===== src/hw/rtl/des_pkg.sv =====
package des_pkg;

	// Configuration register indexes
	localparam int unsigned CFG_INDEX_W = 3;
	localparam int unsigned CFG_DATA_W  = 16;

	localparam logic [CFG_INDEX_W-1:0] REG_DPHI_CUT     = 3'd0;
	localparam logic [CFG_INDEX_W-1:0] REG_VERTEX_RANGE = 3'd1;
	localparam logic [CFG_INDEX_W-1:0] REG_LEAD_PT_LOW  = 3'd2;
	localparam logic [CFG_INDEX_W-1:0] REG_LEAD_PT_HIGH = 3'd3;
	localparam logic [CFG_INDEX_W-1:0] REG_SUB_PT_LOW   = 3'd4;
	localparam logic [CFG_INDEX_W-1:0] REG_SUB_PT_HIGH  = 3'd5;
	localparam logic [CFG_INDEX_W-1:0] REG_ETA_LIMIT    = 3'd6;
	localparam logic [CFG_INDEX_W-1:0] REG_ASYM_MAX     = 3'd7;

	// Register values after reset
	localparam logic [11:0] DPHI_CUT_RST     = 12'd1707;
	localparam logic [9:0]  VERTEX_RANGE_RST = 10'd240;
	localparam logic [15:0] LEAD_PT_LOW_RST  = 16'd480;
	localparam logic [15:0] LEAD_PT_HIGH_RST = 16'd1200;
	localparam logic [15:0] SUB_PT_LOW_RST   = 16'd200;
	localparam logic [15:0] SUB_PT_HIGH_RST  = 16'd1200;
	localparam logic [10:0] ETA_LIMIT_RST    = 11'd410;
	localparam logic [8:0]  ASYM_MAX_RST     = 9'd256;

	// Fixed thresholds: |eta| of two units, hard jet at 120 GeV, mid jet at 50 GeV
	localparam logic [11:0] ETA_TWO = 12'd512;
	localparam logic [15:0] HARD_PT = 16'd480;
	localparam logic [15:0] MID_PT  = 16'd200;
	localparam logic [1:0]  MID_COUNT_MAX = 2'd2;

	// Half turn of azimuth and a full turn
	localparam logic [12:0] PHI_HALF_TURN = 13'd2048;
	localparam logic [12:0] PHI_FULL_TURN = 13'd4096;

	// Reason codes
	localparam logic [3:0] RSN_PASS      = 4'd0;
	localparam logic [3:0] RSN_FLAGS     = 4'd1;
	localparam logic [3:0] RSN_VERTEX    = 4'd2;
	localparam logic [3:0] RSN_UNSORTED  = 4'd3;
	localparam logic [3:0] RSN_NO_PAIR   = 4'd4;
	localparam logic [3:0] RSN_DPHI      = 4'd5;
	localparam logic [3:0] RSN_LEAD_PT   = 4'd6;
	localparam logic [3:0] RSN_SUB_PT    = 4'd7;
	localparam logic [3:0] RSN_ETA       = 4'd8;
	localparam logic [3:0] RSN_ASYM      = 4'd9;
	localparam logic [3:0] RSN_JET_COUNT = 4'd10;

	// One jet as kept in the event state
	typedef struct packed {
		logic [15:0]        pt;
		logic signed [11:0] eta;
		logic signed [11:0] phi;
	} jet_t;

	// Absolute value of a pseudorapidity; the most negative code maps to 2048.
	function automatic logic [11:0] abs_eta(input logic signed [11:0] x);
		return x[11] ? 12'(-x) : 12'(x);
	endfunction

	// Absolute value of a vertex position.
	function automatic logic [10:0] abs_vz(input logic signed [10:0] x);
		return x[10] ? 11'(-x) : 11'(x);
	endfunction

endpackage


===== src/hw/rtl/dijet_event_selector.sv =====
// Channel  | Direction | Transfer carries
// s_axis   | in        | one jet (or an empty marker), tlast on the final item of an event
// m_axis   | out       | one verdict per event: pass flag and reason code
// cfg      | in        | single-cycle register write, no read-back
//
// One item is taken in every cycle unless a stall backs up to s_tready. A verdict
// follows the event's last item through the input, snapshot and result registers.
// Items that do not end an event never wait on the output side; a stall at
// m_axis holds only event ends and then backs up to s_tready.
// arst_n clears the event state, the valid bits and the registers to their
// default values.
module dijet_event_selector (
	input  logic                                  clk,
	input  logic                                  arst_n,
	// Input stream
	input  logic                                  s_tvalid,
	output logic                                  s_tready,
	// jet_pt[15:0], jet_eta[27:16], jet_phi[39:28], collision_ok[40], noise_ok[41],
	// vertex_z[52:42], zero[55:53]
	input  logic [55:0]                           s_tdata,
	// jet_valid[0]
	input  logic                                  s_tuser,
	input  logic                                  s_tlast,
	// Result stream
	output logic                                  m_tvalid,
	input  logic                                  m_tready,
	// event_pass[0], fail_reason[4:1], zero[7:5]
	output logic [7:0]                            m_tdata,
	// Configuration
	input  logic                                  cfg_we,
	input  logic [des_pkg::CFG_INDEX_W-1:0]       cfg_index,
	input  logic [des_pkg::CFG_DATA_W-1:0]        cfg_data
);

	// Configuration registers
	logic [11:0] dphi_cut_q;
	logic [9:0]  vertex_range_q;
	logic [15:0] lead_pt_low_q;
	logic [15:0] lead_pt_high_q;
	logic [15:0] sub_pt_low_q;
	logic [15:0] sub_pt_high_q;
	logic [10:0] eta_limit_q;
	logic [8:0]  asym_max_q;

	// Input stage
	logic                     v_s1;
	logic                     jet_valid_s1;
	logic                     last_s1;
	logic                     flags_ok_s1;
	logic signed [10:0]       vz_s1;
	des_pkg::jet_t            jet_s1;

	// Running event state
	logic                     lead_found_q;
	logic                     sub_found_q;
	logic                     order_broken_q;
	logic                     hard_seen_q;
	logic [1:0]               mid_count_q;
	logic [15:0]              prev_pt_q;
	des_pkg::jet_t            lead_q;
	des_pkg::jet_t            sub_q;

	// Next event state
	logic                     lead_found_d;
	logic                     sub_found_d;
	logic                     order_broken_d;
	logic                     hard_seen_d;
	logic [1:0]               mid_count_d;
	logic [15:0]              prev_pt_d;
	des_pkg::jet_t            lead_d;
	des_pkg::jet_t            sub_d;
	logic [11:0]              abs_eta_s1;

	// Event snapshot stage
	logic                     v_s2;
	logic                     flags_ok_s2;
	logic signed [10:0]       vz_s2;
	logic                     lead_found_s2;
	logic                     sub_found_s2;
	logic                     order_broken_s2;
	logic                     hard_seen_s2;
	logic [1:0]               mid_count_s2;
	des_pkg::jet_t            lead_s2;
	des_pkg::jet_t            sub_s2;

	// Result register
	logic                     out_valid_q;
	logic                     out_pass_q;
	logic [3:0]               out_reason_q;

	// Flow control
	logic                     ready_out;
	logic                     ready_s2;
	logic                     fire_s1;
	logic                     fire_s2;

	// Verdict logic
	logic [3:0]               reason;
	logic signed [12:0]       dphi_raw;
	logic [12:0]              dphi_abs;
	logic [12:0]              dphi_wrap;
	logic [16:0]              pt_sum;
	logic [15:0]              pt_diff;
	logic [25:0]              asym_lhs;
	logic [25:0]              asym_rhs;

	// Configuration writes
	always_ff @(posedge clk or negedge arst_n) begin
		if (!arst_n) begin
			dphi_cut_q     <= des_pkg::DPHI_CUT_RST;
			vertex_range_q <= des_pkg::VERTEX_RANGE_RST;
			lead_pt_low_q  <= des_pkg::LEAD_PT_LOW_RST;
			lead_pt_high_q <= des_pkg::LEAD_PT_HIGH_RST;
			sub_pt_low_q   <= des_pkg::SUB_PT_LOW_RST;
			sub_pt_high_q  <= des_pkg::SUB_PT_HIGH_RST;
			eta_limit_q    <= des_pkg::ETA_LIMIT_RST;
			asym_max_q     <= des_pkg::ASYM_MAX_RST;
		end else if (cfg_we) begin
			case (cfg_index)
				des_pkg::REG_DPHI_CUT:     dphi_cut_q     <= cfg_data[11:0];
				des_pkg::REG_VERTEX_RANGE: vertex_range_q <= cfg_data[9:0];
				des_pkg::REG_LEAD_PT_LOW:  lead_pt_low_q  <= cfg_data[15:0];
				des_pkg::REG_LEAD_PT_HIGH: lead_pt_high_q <= cfg_data[15:0];
				des_pkg::REG_SUB_PT_LOW:   sub_pt_low_q   <= cfg_data[15:0];
				des_pkg::REG_SUB_PT_HIGH:  sub_pt_high_q  <= cfg_data[15:0];
				des_pkg::REG_ETA_LIMIT:    eta_limit_q    <= cfg_data[10:0];
				des_pkg::REG_ASYM_MAX:     asym_max_q     <= cfg_data[8:0];
				default: ;
			endcase
		end
	end

	// Each stage takes new data when it is empty or its content moves on.
	// An item that does not end an event leaves the input stage at once.
	assign ready_out = !out_valid_q || m_tready;
	assign ready_s2  = !v_s2 || ready_out;
	assign fire_s2   = v_s2 && ready_out;
	assign fire_s1   = v_s1 && (!last_s1 || ready_s2);
	assign s_tready  = !v_s1 || fire_s1;

	// Input register
	always_ff @(posedge clk or negedge arst_n) begin
		if (!arst_n) begin
			v_s1 <= 1'b0;
		end else if (s_tready) begin
			v_s1 <= s_tvalid;
		end
	end

	always_ff @(posedge clk) begin
		if (s_tready && s_tvalid) begin
			jet_valid_s1 <= s_tuser;
			last_s1      <= s_tlast;
			jet_s1.pt    <= s_tdata[15:0];
			jet_s1.eta   <= s_tdata[27:16];
			jet_s1.phi   <= s_tdata[39:28];
			flags_ok_s1  <= s_tdata[40] & s_tdata[41];
			vz_s1        <= s_tdata[52:42];
		end
	end

	// Event state update for the jet in the input stage
	assign abs_eta_s1 = des_pkg::abs_eta(jet_s1.eta);

	always_comb begin
		lead_found_d   = lead_found_q;
		sub_found_d    = sub_found_q;
		order_broken_d = order_broken_q;
		hard_seen_d    = hard_seen_q;
		mid_count_d    = mid_count_q;
		prev_pt_d      = prev_pt_q;
		lead_d         = lead_q;
		sub_d          = sub_q;
		if (jet_valid_s1) begin
			if (abs_eta_s1 <= des_pkg::ETA_TWO) begin
				if (jet_s1.pt > des_pkg::HARD_PT) begin
					hard_seen_d = 1'b1;
				end
				if (jet_s1.pt > des_pkg::MID_PT && mid_count_q < des_pkg::MID_COUNT_MAX) begin
					mid_count_d = mid_count_q + 2'd1;
				end
			end
			// Sort order is watched up to and including the subleading jet.
			if (!sub_found_q) begin
				if (jet_s1.pt > prev_pt_q) begin
					order_broken_d = 1'b1;
				end
				prev_pt_d = jet_s1.pt;
				if (abs_eta_s1 < des_pkg::ETA_TWO) begin
					if (!lead_found_q) begin
						lead_d       = jet_s1;
						lead_found_d = 1'b1;
					end else begin
						sub_d       = jet_s1;
						sub_found_d = 1'b1;
					end
				end
			end
		end
	end

	// Running state: cleared after each event end, else updated
	always_ff @(posedge clk or negedge arst_n) begin
		if (!arst_n) begin
			lead_found_q   <= 1'b0;
			sub_found_q    <= 1'b0;
			order_broken_q <= 1'b0;
			hard_seen_q    <= 1'b0;
			mid_count_q    <= 2'd0;
			prev_pt_q      <= '1;
		end else if (fire_s1) begin
			if (last_s1) begin
				lead_found_q   <= 1'b0;
				sub_found_q    <= 1'b0;
				order_broken_q <= 1'b0;
				hard_seen_q    <= 1'b0;
				mid_count_q    <= 2'd0;
				prev_pt_q      <= '1;
			end else begin
				lead_found_q   <= lead_found_d;
				sub_found_q    <= sub_found_d;
				order_broken_q <= order_broken_d;
				hard_seen_q    <= hard_seen_d;
				mid_count_q    <= mid_count_d;
				prev_pt_q      <= prev_pt_d;
			end
		end
	end

	// The stored jets are read only when their found bit is set.
	always_ff @(posedge clk) begin
		if (fire_s1 && !last_s1) begin
			lead_q <= lead_d;
			sub_q  <= sub_d;
		end
	end

	// Snapshot of the finished event
	always_ff @(posedge clk or negedge arst_n) begin
		if (!arst_n) begin
			v_s2 <= 1'b0;
		end else if (ready_s2) begin
			v_s2 <= fire_s1 && last_s1;
		end
	end

	always_ff @(posedge clk) begin
		if (ready_s2 && fire_s1 && last_s1) begin
			flags_ok_s2     <= flags_ok_s1;
			vz_s2           <= vz_s1;
			lead_found_s2   <= lead_found_d;
			sub_found_s2    <= sub_found_d;
			order_broken_s2 <= order_broken_d;
			hard_seen_s2    <= hard_seen_d;
			mid_count_s2    <= mid_count_d;
			lead_s2         <= lead_d;
			sub_s2          <= sub_d;
		end
	end

	// Angle between the two jets, wrapped into a half turn
	assign dphi_raw  = 13'(lead_s2.phi) - 13'(sub_s2.phi);
	assign dphi_abs  = dphi_raw[12] ? 13'(-dphi_raw) : 13'(dphi_raw);
	assign dphi_wrap = (dphi_abs > des_pkg::PHI_HALF_TURN) ?
		des_pkg::PHI_FULL_TURN - dphi_abs : dphi_abs;

	// Asymmetry: (l - s) * 256 against asym_max * (l + s); a rising pair passes.
	assign pt_sum   = {1'b0, lead_s2.pt} + {1'b0, sub_s2.pt};
	assign pt_diff  = lead_s2.pt - sub_s2.pt;
	assign asym_lhs = {2'b00, pt_diff, 8'h00};
	assign asym_rhs = 26'(asym_max_q) * 26'(pt_sum);

	// Cuts in fixed order; the first one that fails names the reason.
	always_comb begin
		if (!flags_ok_s2) begin
			reason = des_pkg::RSN_FLAGS;
		end else if (des_pkg::abs_vz(vz_s2) > {1'b0, vertex_range_q}) begin
			reason = des_pkg::RSN_VERTEX;
		end else if (order_broken_s2) begin
			reason = des_pkg::RSN_UNSORTED;
		end else if (!lead_found_s2 || !sub_found_s2) begin
			reason = des_pkg::RSN_NO_PAIR;
		end else if (dphi_wrap < {1'b0, dphi_cut_q}) begin
			reason = des_pkg::RSN_DPHI;
		end else if (lead_s2.pt > lead_pt_high_q || lead_s2.pt < lead_pt_low_q) begin
			reason = des_pkg::RSN_LEAD_PT;
		end else if (sub_s2.pt > sub_pt_high_q || sub_s2.pt < sub_pt_low_q) begin
			reason = des_pkg::RSN_SUB_PT;
		end else if (des_pkg::abs_eta(lead_s2.eta) > {1'b0, eta_limit_q} ||
				des_pkg::abs_eta(sub_s2.eta) > {1'b0, eta_limit_q}) begin
			reason = des_pkg::RSN_ETA;
		end else if (lead_s2.pt >= sub_s2.pt && asym_lhs > asym_rhs) begin
			reason = des_pkg::RSN_ASYM;
		end else if (!(hard_seen_s2 && mid_count_s2 >= des_pkg::MID_COUNT_MAX)) begin
			reason = des_pkg::RSN_JET_COUNT;
		end else begin
			reason = des_pkg::RSN_PASS;
		end
	end

	// Result register
	always_ff @(posedge clk or negedge arst_n) begin
		if (!arst_n) begin
			out_valid_q <= 1'b0;
		end else if (ready_out) begin
			out_valid_q <= v_s2;
		end
	end

	always_ff @(posedge clk) begin
		if (fire_s2) begin
			out_pass_q   <= (reason == des_pkg::RSN_PASS);
			out_reason_q <= reason;
		end
	end

	assign m_tvalid = out_valid_q;
	assign m_tdata  = {3'b000, out_reason_q, out_pass_q};

	// A verdict passes exactly when its reason says so.
	assert property (@(posedge clk) disable iff (!arst_n)
		out_valid_q |-> (out_pass_q == (out_reason_q == des_pkg::RSN_PASS)))
		else $error("pass flag disagrees with reason code");

	// Reason codes stay within the defined set.
	assert property (@(posedge clk) disable iff (!arst_n)
		out_valid_q |-> (out_reason_q <= des_pkg::RSN_JET_COUNT))
		else $error("undefined reason code");

	// An event end leaves the running state cleared.
	assert property (@(posedge clk) disable iff (!arst_n)
		(fire_s1 && last_s1) |=> (!lead_found_q && !sub_found_q && !order_broken_q &&
			!hard_seen_q && mid_count_q == 2'd0 && prev_pt_q == 16'hFFFF))
		else $error("event state not cleared after event end");

	// The subleading jet is never found before the leading jet.
	assert property (@(posedge clk) disable iff (!arst_n)
		sub_found_q |-> lead_found_q)
		else $error("subleading jet held without a leading jet");

	// An event end held in the snapshot stage is not overwritten while stalled.
	assert property (@(posedge clk) disable iff (!arst_n)
		(v_s2 && !ready_out) |=> (v_s2 && $stable(lead_s2) && $stable(sub_s2)))
		else $error("event snapshot lost during stall");

endmodule

===== config.mk =====
export PLATFORM = sky130hd
export DESIGN_NAME = dijet_event_selector
export DESIGN_NICKNAME = d
export VERILOG_FILES = /design/src/hw/rtl/des_pkg.sv /design/src/hw/rtl/dijet_event_selector.sv
export SDC_FILE = /design/constraint.sdc
export NUM_CORES = 1
export LEC_CHECK = 0
export BUFFER_PORTS_ARGS = -buffer_cell sky130_fd_sc_hd__buf_2
export CAP_MARGIN = 20
export CORE_AREA = 2 2 273 275
export DETAILED_ROUTE_END_ITERATION = 6
export DIE_AREA = 0 0 275 277
export GPL_TIMING_DRIVEN = 1
export PLACE_DENSITY = 0.47
export SLEW_MARGIN = 0
export SYNTH_ARGS = -nofsm -noshare
export SYNTH_HDL_FRONTEND = slang
export SYNTH_SLANG_ARGS = --single-unit

===== constraint.sdc =====
create_clock -name clk -period 8.4 [get_ports clk]
set_input_delay 0.42 -clock clk [delete_from_list [all_inputs] [get_ports clk]]
set_output_delay 0.42 -clock clk [all_outputs]
set_load 0.03 [all_outputs]

# After elaboration in Yosys (flattened, before gate mapping)
# Cells that the tools add are included.
word_totals:
  reg_bits: 368
  word_cells: 167
  output_inout_bits: 10
  input_bits: 82
classes:
  n_lt_le_gt_ge: 18
  add_sub_neg: 10
  n_eq_ne: 8
  reduce_logical: 36
  n_mux: 48
  mul: 1
  bitwise_logic: 1
ops:
  columns: ["cell", "n"]
  rows:
  - ["$mux 40", 8]
  - ["$gt 16x16->1", 3]
  - ["$mux 16", 3]
  - ["$mux 4", 10]
  - ["$mux 12", 3]
  - ["$neg 12->12", 3]
  - ["$lt 16x16->1", 2]
  - ["$gt 24x26->1", 1]
  - ["$mul 9x17->26", 1]
  - ["$mux 13", 2]
  - ["$gt 12x11->1", 2]
  - ["$add 16x16->17", 1]
  - ["$mux 1", 17]
  - ["$ge 16x16->1", 1]
  - ["$gt 16x8->1 const B", 1]
  - ["$gt 16x9->1 const B", 1]
  - ["$reduce_and 2->1", 8]
  - ["$sub 16x16->16", 1]
  - ["$gt 13x12->1 const B", 1]
  - ["$lt 13x12->1", 1]
  - ["$neg 13->13", 1]
  - ["$sub 12x12->13", 1]
  - ["$sub 13x13->13 const A", 1]
  - ["$eq 3x3->1 const B", 4]
  - ["20 further kinds", 45]

# Logic depth before layout (Yosys ltp)
# Gate-level depths: netlist of run 1.
depth:
  ltp_word: 14
  ltp_mapped: 40
  depth_no_buf: 40

# Worst setup path after synthesis of run 1
# No wires, ideal clock.
synth_timing:
  kind: "reg-to-reg"
  from: "register lead_s2[26] (netlist name)"
  to: "register out_reason_q[1] (data pin)"
  path_stages_with_launch: 38
  path_buffers: 2
  setup_ps: 255
  required_ps: 8145
  path_slack_ps: 46
  arrival_time_ps: 8099
  path_cell_list: "edfxtp_1 > ha_1 > buf_2 > o21bai_1 > a21oi_1 > o21ai_0 > a2111o_1 > a31o_2 > nor2_1 > o31a_1 > buf_4 > nor4_1 > or3_1 > fa_1 > fa_1 > fa_1 > inv_1 > fa_1 > (+2 left out) > a21o_1 > a21oi_1 > nand3b_1 > o21a_1 > a21oi_1 > o21bai_1 > a21oi_1 > xor2_1 > ha_1 > nand3_1 > nor2_1 > o21ai_0 > and3_1 > nor4_1 > o311ai_1 > o21ba_2 > a21bo_2 > a31o_1"
synth_between:
  elab_chain_cells: 13
  elab_cells_between_ends: 18
  classes_between: "add/sub: 2; mul: 1; order compare: 4; mux: 9; reduce/logical: 2"
synth_rtl:
  columns: ["item", "line", "text"]
  rows:
  - ["start: declaration", "dijet_event_selector.sv:83", "des_pkg::jet_t lead_s2;"]
  - ["start signal: assignment", "dijet_event_selector.sv:256", "lead_s2 <= lead_d;"]
  - ["$add 16x16->17", "dijet_event_selector.sv:268", "assign pt_sum = {1'b0, lead_s2.pt} + {1'b0, sub_s2.pt};"]
  - ["$mul 9x17->26", "dijet_event_selector.sv:271", "assign asym_rhs = 26'(asym_max_q) * 26'(pt_sum);"]
  - ["$gt 24x26->1", "dijet_event_selector.sv:292", "end else if (lead_s2.pt >= sub_s2.pt && asym_lhs > asym_rhs) begin"]
  - ["$logic_and 1x1->1", "dijet_event_selector.sv:292", null]
  - ["$mux 4", "dijet_event_selector.sv:292", null]
  - ["$mux 4", "dijet_event_selector.sv:289", "end else if (des_pkg::abs_eta(lead_s2.eta) > {1'b0, eta_limit_q} ||"]
  - ["$mux 4", "dijet_event_selector.sv:287", "end else if (sub_s2.pt > sub_pt_high_q || sub_s2.pt < sub_pt_low_q) begin"]
  - ["$mux 4 *", "dijet_event_selector.sv:285", "end else if (lead_s2.pt > lead_pt_high_q || lead_s2.pt < lead_pt_low_q) begin"]
  - ["$mux 4 *", "dijet_event_selector.sv:283", "end else if (dphi_wrap < {1'b0, dphi_cut_q}) begin"]
  - ["$mux 4 *", "dijet_event_selector.sv:281", "end else if (!lead_found_s2 || !sub_found_s2) begin"]
  - ["$mux 4 *", "dijet_event_selector.sv:279", "end else if (order_broken_s2) begin"]
  - ["$mux 4 *", "dijet_event_selector.sv:277", "end else if (des_pkg::abs_vz(vz_s2) > {1'b0, vertex_range_q}) begin"]
  - ["$mux 4 *", "dijet_event_selector.sv:275", "if (!flags_ok_s2) begin"]
  - ["net reason[1]", "dijet_event_selector.sv:98", "logic [3:0] reason;"]
  - ["end signal: assignment", "dijet_event_selector.sv:313", "out_reason_q <= reason;"]
  - ["end: declaration", "dijet_event_selector.sv:89", "logic [3:0] out_reason_q;"]
# The timed path passes the listed nets; every way through them passes the cells marked *.
# A chain may end at the register's enable or synchronous reset.

# Final worst setup path of run 1
layout_timing:
  from: "register lead_s2[25] (netlist name)"
  to: "register out_reason_q[1] (data pin)"
# The elaborated chain is that of the path after synthesis.

==> impl_metrics.toml, run 1 <==
[route]
drt-vias-per-instance = 4.97
ant_nets = 0
drtIter0Drc = 944
wl_per_cell_microns = 18.3
drc = 0
num_vias = 18096
dr.pass1.iters = 5
drt-total-wl_microns = 66700

[timing]
rsz0062_at_grt = "true"
fin_ws_ns = 0.0773
setup_viol = 0
slew_headroom = 0.229
worst_pin_slew_ns = 1.15
skew_ns = 0.0238
finalHoldViolations = 0
slew_violations = 0
clock.fmax_ghz = 0.120
finalCritPeriodShare = 0.991
fin_crit_ns = 8.32

[power_and_ir_drop]
peakVddDrop_mv = 0.656
p_sw_frac = 0.423
p_seq_frac = 0.163
powerDensity_nw_per_um2 = 467
pwr-share-clk = 0.118
p_leak_nw = 13.0
p_int_w = 0.00813
fin_total_pwr_w = 0.0141
p_switching_w = 0.00596
comb_power_share = 0.720

[min_path]
min_path_cells = 1
worstHoldStart = "s_tdata[17]"
holdPathEnd = "jet_s1[13]"
hp-class = "input port to flop"

[critical_path]
rr_startpoint = "lead_s2[25]"
worstPathArrival_ns = 8.61
rrSetupSlack_ns = 0.08
path_class = "flop to flop"
worst_setup_path_end_kind = "flop"
critical_path.startpoint_type = "flop"
critPathRequiredTime_ns = 8.68
cpPeakStageDelay_ns = 0.53
r2r_end = "out_reason_q[1]"
reg2regPathDepth = 40
path_max_fanout = 4
crit_slowest_cell = "fa_1"

[clocking]
cts_buffers = 39
cts_tree = "built"
htreeDepth = 2
clock_sinks = 367
clk_pin_slew_ns = 0.06
clockBufferDepth = 3
ctsRootBufferMaster = "clkbuf_16"
clock_latency_ns = 0.55

[synthesis]
syn_area_sq_um = 25300
synth_edf_count = 236
synth_most_common_cell = "inv_1"
avgSynthCellArea_sq_um = 10.6
synthCells = 2390
yosys.area.top_type = "edfxtp_1"
synthTopCellsByArea = "edfxtp_1 (28%), ha_1 (11%), fa_1 (8.6%), dfrtp_1 (8.2%), mux2_2 (5.7%)"
ys_ff_latch = 367
yosys.area.top_type_share = 0.280
ys_top_cells_by_count = "inv_1 (316), edfxtp_1 (236), ha_1 (232)"
synthArstFlopShare = 0.357
synth_cell_type_count = 87
ys_seq_area_frac = 0.411
synth_ff_type = "edfxtp_1"
ys_warn_count = 0

[final_layout]
final_util = 0.410
layout-drive-gt1-share = 0.247
layout.nets = 3061
multiInputGateArea_sq_um = 14100
final_area_sq_um = 30200
regArea_sq_um = 10400
syn_to_final_growth_pct = 19.1
fillers = 7148

[global_route]
grt_overflow = 0
grt_max_degree = 77
grt_pass1_wl_microns = 106000
antenna_found_initial = 5
grt_usage = 0.177
grt_pass1_vias = 18865

[floorplanning]
core_sq_um = 73600
die_w_microns = 275
dieArea_sq_um = 76200
start_util = 0.345
die_h_microns = 277
num_rows = 100
ios = 92

[place]
portBuffers = 85
place_area_sq_um = 28000
dp_hpwl_microns = 52100
globalplace.congestion = 0.859
post-place-ws_ns = -0.804

[job]
max_cap_viol_count = 0

[outcome]
outcome = "completed"
[per-stage QoR]
| stage | TNS (ns) | cells | hold WS [ns] |
|---|---|---|---|
| 4_1_cts | 0 | 3629 | 0.0265 |
| 2_1_floorplan | 0 | 2392 | 0.124 |
| 3_5_place_dp | -2.59 | 3539 | 0.410 |
| 6_report | 0 | 3642 | 0.0551 |
| 5_1_grt | -0.658 | 3638 | 0.0315 |
| 3_3_place_gp | -1.95 | 3538 | 0.411 |
[cells in the final DEF, fill, tap and decap left out, types with 48 or more instances in the layout]
cell and instances:
inv_1 298, edfxtp_1 236, ha_1 216, buf_4 186
nand2_1 171, mux2_2 128, nor2_1 117, o21ai_0 116
fa_1 108, buf_2 84, dfrtp_1 83, a21oi_1 79
xnor2_1 73, nand2b_1 54, dfstp_2 48
[final cells by class]
cell class / count / share of cell area
clock inverter: 17 / 0.00361
timing repair buffer: 283 / 0.0658
clock buffer: 55 / 0.0374
antenna: 4 / 0.000332
multi-input combinational: 1631 / 0.468
tap: 969 / 0.0402
sequential: 367 / 0.345
inverter: 316 / 0.0393
[worst max-delay path: cells and delay by family, from the launching register on]
family / cells / cell delay [ns]
flip-flops: 1 / 0.47
adder cells (fa/ha/maj): 7 / 2.92
AND/OR/NAND/NOR: 8 / 1.17
buffers and inverters: 7 / 0.78
XOR/XNOR: 2 / 0.24
AO/OA/AOI/OAI: 16 / 2.51
[routing by layer]
layer | track usage | up-vias | share of wire
li1 | - | 8806 | -
met1 | 0.240 | 8921 | 0.46
met2 | 0.300 | 281 | 0.48
met3 | 0.0172 | 88 | 0.033
met4 | 0.0509 | 0 | 0.026
met5 | 0 | - | 0
[sequential cells by signal, summed over array words and instances, names as in the netlist, 9 cells and up]
signal          flops
sub_s2             40
vz_s2              11
lead_q             40
sub_q              40
lead_pt_high_q     16
vz_s1              11
jet_s1             40
sub_pt_low_q       16
vertex_range_q     10
sub_pt_high_q      16
lead_s2            40
lead_pt_low_q      16
eta_limit_q        11
dphi_cut_q         12
asym_max_q          9
prev_pt_q          16
[worst max path at each step]
stage	depth (start not counted)	endpoint	from	slack, ns
detailed placement	38	out_reason_q[1]	sub_s2[25]	-0.80
finish	40	out_reason_q[1]	lead_s2[25]	0.08
global route	38	out_reason_q[1]	lead_s2[25]	-0.27
global placement	41	out_reason_q[1]	sub_s2[25]	-0.64
CTS	40	out_reason_q[1]	lead_s2[25]	0.006
floorplan	37	out_reason_q[1]	lead_s2[26]	0.05
[logic make-up (layout without fill, tap and decap cells)]
logic type	count (synthesis)	after routing	synth area share
simple gates	625	625	0.125
compound gates	435	435	0.112
buf+inv	394	671	0.0599
flops	367	367	0.411
fa+ha+maj	341	341	0.201
mux	131	131	0.0581
xor+xnor	96	96	0.0332
other cells	1	7	0.000148
[power groups by stage]
| stage | Sequential [W] | Combinational, W | Clock (W) |
|---|---|---|---|
| 2_1_floorplan | 0.00227 | 0.00517 | 0 |
| 4_1_cts | 0.00229 | 0.00900 | 0.00171 |
| 6_report | 0.00229 | 0.0101 | 0.00166 |
| 3_3_place_gp | 0.00232 | 0.00793 | 0 |
| 3_5_place_dp | 0.00233 | 0.00798 | 0 |
| 5_1_grt | 0.00231 | 0.0114 | 0.00179 |
[timing repair]
action,CTS,global route
buffers inserted,19,13
hold endpoints to repair,22,0
hold buffers,1,0
pin swaps,87,84
cloned,0,0
setup endpoints to repair,4,4
resized for setup,76,75
No activity file was read; power rests on OpenSTA's default activity.
==> inputs of run 2 (changes only) <==
==> constraint.sdc (replaced) <==
create_clock -name clk -period 7.36 [get_ports clk]
set_input_delay 0.368 -clock clk [delete_from_list [all_inputs] [get_ports clk]]
set_output_delay 0.368 -clock clk [all_outputs]
set_load 0.03 [all_outputs]
==> run 2 against run 1 <==
The run now ends with setup timing left. Maximum frequency is 1.3% lower. First-iteration DRC count is 2.4% lower. Global-route usage hardly changed. Die area stayed put. Final cell count is 2.3% higher. Largest cell class unchanged. Highest routed layer is now met5.
==> impl_metrics.toml, run 2 (synthesis gave the netlist of run 1 again) <==
[outcome]
outcome = "complete, but fails checks"
violations = "setup timing"

[final_layout]
multiInputGateArea_sq_um = 13900
final_area_sq_um = 30800
layout.nets = 3150
syn_to_final_growth_pct = 21.6
final_cell_mix = "inv_1 (307), edfxtp_1 (236), buf_4 (224)"
n_antenna_cell = 0
regArea_sq_um = 10400
fillers = 7172
layout-drive-gt1-share = 0.243
final_common_cell = "inv_1"

[global_route]
grt_overflow = 0
grt_pass1_vias = 19075
antenna_found_initial = 1
grt_pass1_wl_microns = 107000
grt_usage = 0.177
grt_max_degree = 71

[clocking]
clock_sinks = 367
clockBufferDepth = 3
cts_buffers = 39
cts_tree = "built"
ctsRootBufferMaster = "clkbuf_16"
clk_pin_slew_ns = 0.06
clock_latency_ns = 0.55
htreeDepth = 2

[power_and_ir_drop]
p_switching_w = 0.00643
p_seq_frac = 0.172
peakVddDrop_mv = 0.538
powerDensity_nw_per_um2 = 492
comb_power_share = 0.699
pwr-share-clk = 0.129
p_sw_frac = 0.424
p_int_w = 0.00874
p_leak_nw = 13.4

[floorplanning]
start_util = 0.345
die_h_microns = 277
dieArea_sq_um = 76200
die_w_microns = 275
num_rows = 100
core_sq_um = 73600
ios = 92

[place]
dp_hpwl_microns = 52100
post-place-ws_ns = -1.40
globalplace.congestion = 0.847
place_area_sq_um = 28300
portBuffers = 85

[job]
max_cap_viol_count = 0

[timing]
slew_headroom = 0.300
clock.fmax_ghz = 0.119
setup_viol = 4
worst_pin_slew_ns = 1.05
fin_ws_ns = -1.07
finalHoldViolations = 0
rsz0062_at_grt = "true"
fin_crit_ns = 8.43
finalCritPeriodShare = 1.15
slew_violations = 0
skew_ns = 0.0208

[critical_path]
critical_path.startpoint_type = "flop"
crit_family = "compound AO/OA/AOI/OAI gates"
path_class = "flop to flop"
crit_slowest_cell = "fa_1"
cpPeakStageDelay_ns = 0.55
cp_num_buf_inv = 6
worstPathArrival_ns = 8.75
path_max_fanout = 6
cp_common_cell = "fa_1"
worst_setup_path_end_kind = "flop"
critPathRequiredTime_ns = 7.67

[route]
wl_per_cell_microns = 17.9
drtIter0Drc = 921
num_vias = 18237
ant_nets = 0
drt-total-wl_microns = 66700
drt-vias-per-instance = 4.89
drc = 0
dr.pass1.iters = 5

[min_path]
hp-class = "input port to flop"
run 2: power by group through the flow:
| stage | Combinational (W) | Clock [W] | Sequential (W) |
|---|---|---|---|
| final | 0.0106 | 0.00196 | 0.00261 |
| after global routing | 0.0120 | 0.00210 | 0.00263 |
| after global placement | 0.00930 | 0 | 0.00264 |
| after floorplan | 0.00616 | 0 | 0.00260 |
| after detailed placement | 0.00941 | 0 | 0.00265 |
| after CTS | 0.00994 | 0.00203 | 0.00261 |
run 2: worst register-to-register path: cells and delay by family, from the launching register on:
family | cells | cell delay [ns]
and+or+nand+nor | 7 | 0.89
xor gates and xnor gates | 2 | 0.37
buffers and inverters | 6 | 0.64
AOI/OAI and AO/OA | 18 | 3.08
DFF | 1 | 0.50
adders and majority gates | 7 | 2.75
run 2: area by class of cell:
type	instances	share of cell area
Multi-Input combinational cell	1631	0.452
Sequential cell	367	0.338
Timing Repair Buffer	372	0.0904
Tap cell	969	0.0393
Inverter	316	0.0385
Clock buffer	47	0.0333
Clock inverter	25	0.00787
run 2: final timing paths:
path                             start               to  slack (ns)  cells after the start
max                        lead_s2[25]  out_reason_q[1]       -1.07                     40
min                        s_tdata[50]         vz_s1[8]        0.03                      1
max reg2reg                lead_s2[25]  out_reason_q[1]       -1.07                     40
min reg2reg                   vz_s1[7]         vz_s2[7]        0.42                      0
max in group asynchronous       arst_n    asym_max_q[6]        5.44                      3
min in group asynchronous       arst_n             v_s2        0.44                      2
run 2: layer usage:
layer	routed length [microns]	part of all wire	vias to the layer above	track usage
met2	32500	0.49	273	0.303
met5	10	0.00015	-	0
met3	1710	0.026	90	0.0149
met4	1620	0.024	2	0.0468
met1	30900	0.46	8900	0.240
li1	-	-	8972	-
run 2: what timing repair did:
action / 4_1_cts / 5_1_grt
buffers inserted: 18 / 16
gates resized for setup: 37 / 54
pin swaps: 45 / 88
gates cloned: 0 / 0
endpoints found under the hold margin: 86 / 0
hold buffers: 54 / 0
endpoints found under the setup margin: 4 / 4
run 2: through the flow:
| stage | cells | total power, W | TNS [ns] | util | hold WS [ns] |
|---|---|---|---|---|---|
| floorplan | 2392 | 0.00876 | -1.49 | - | 0.0724 |
| global placement | 3568 | 0.0119 | -4.61 | 0.385 | 0.405 |
| detailed placement | 3568 | 0.0121 | -5.15 | 0.385 | 0.409 |
| CTS | 3711 | 0.0146 | -4.10 | 0.414 | 0.00400 |
| global route | 3727 | 0.0167 | -5.53 | 0.419 | 0.00884 |
| finish | 3727 | 0.0152 | -3.98 | 0.419 | 0.0299 |
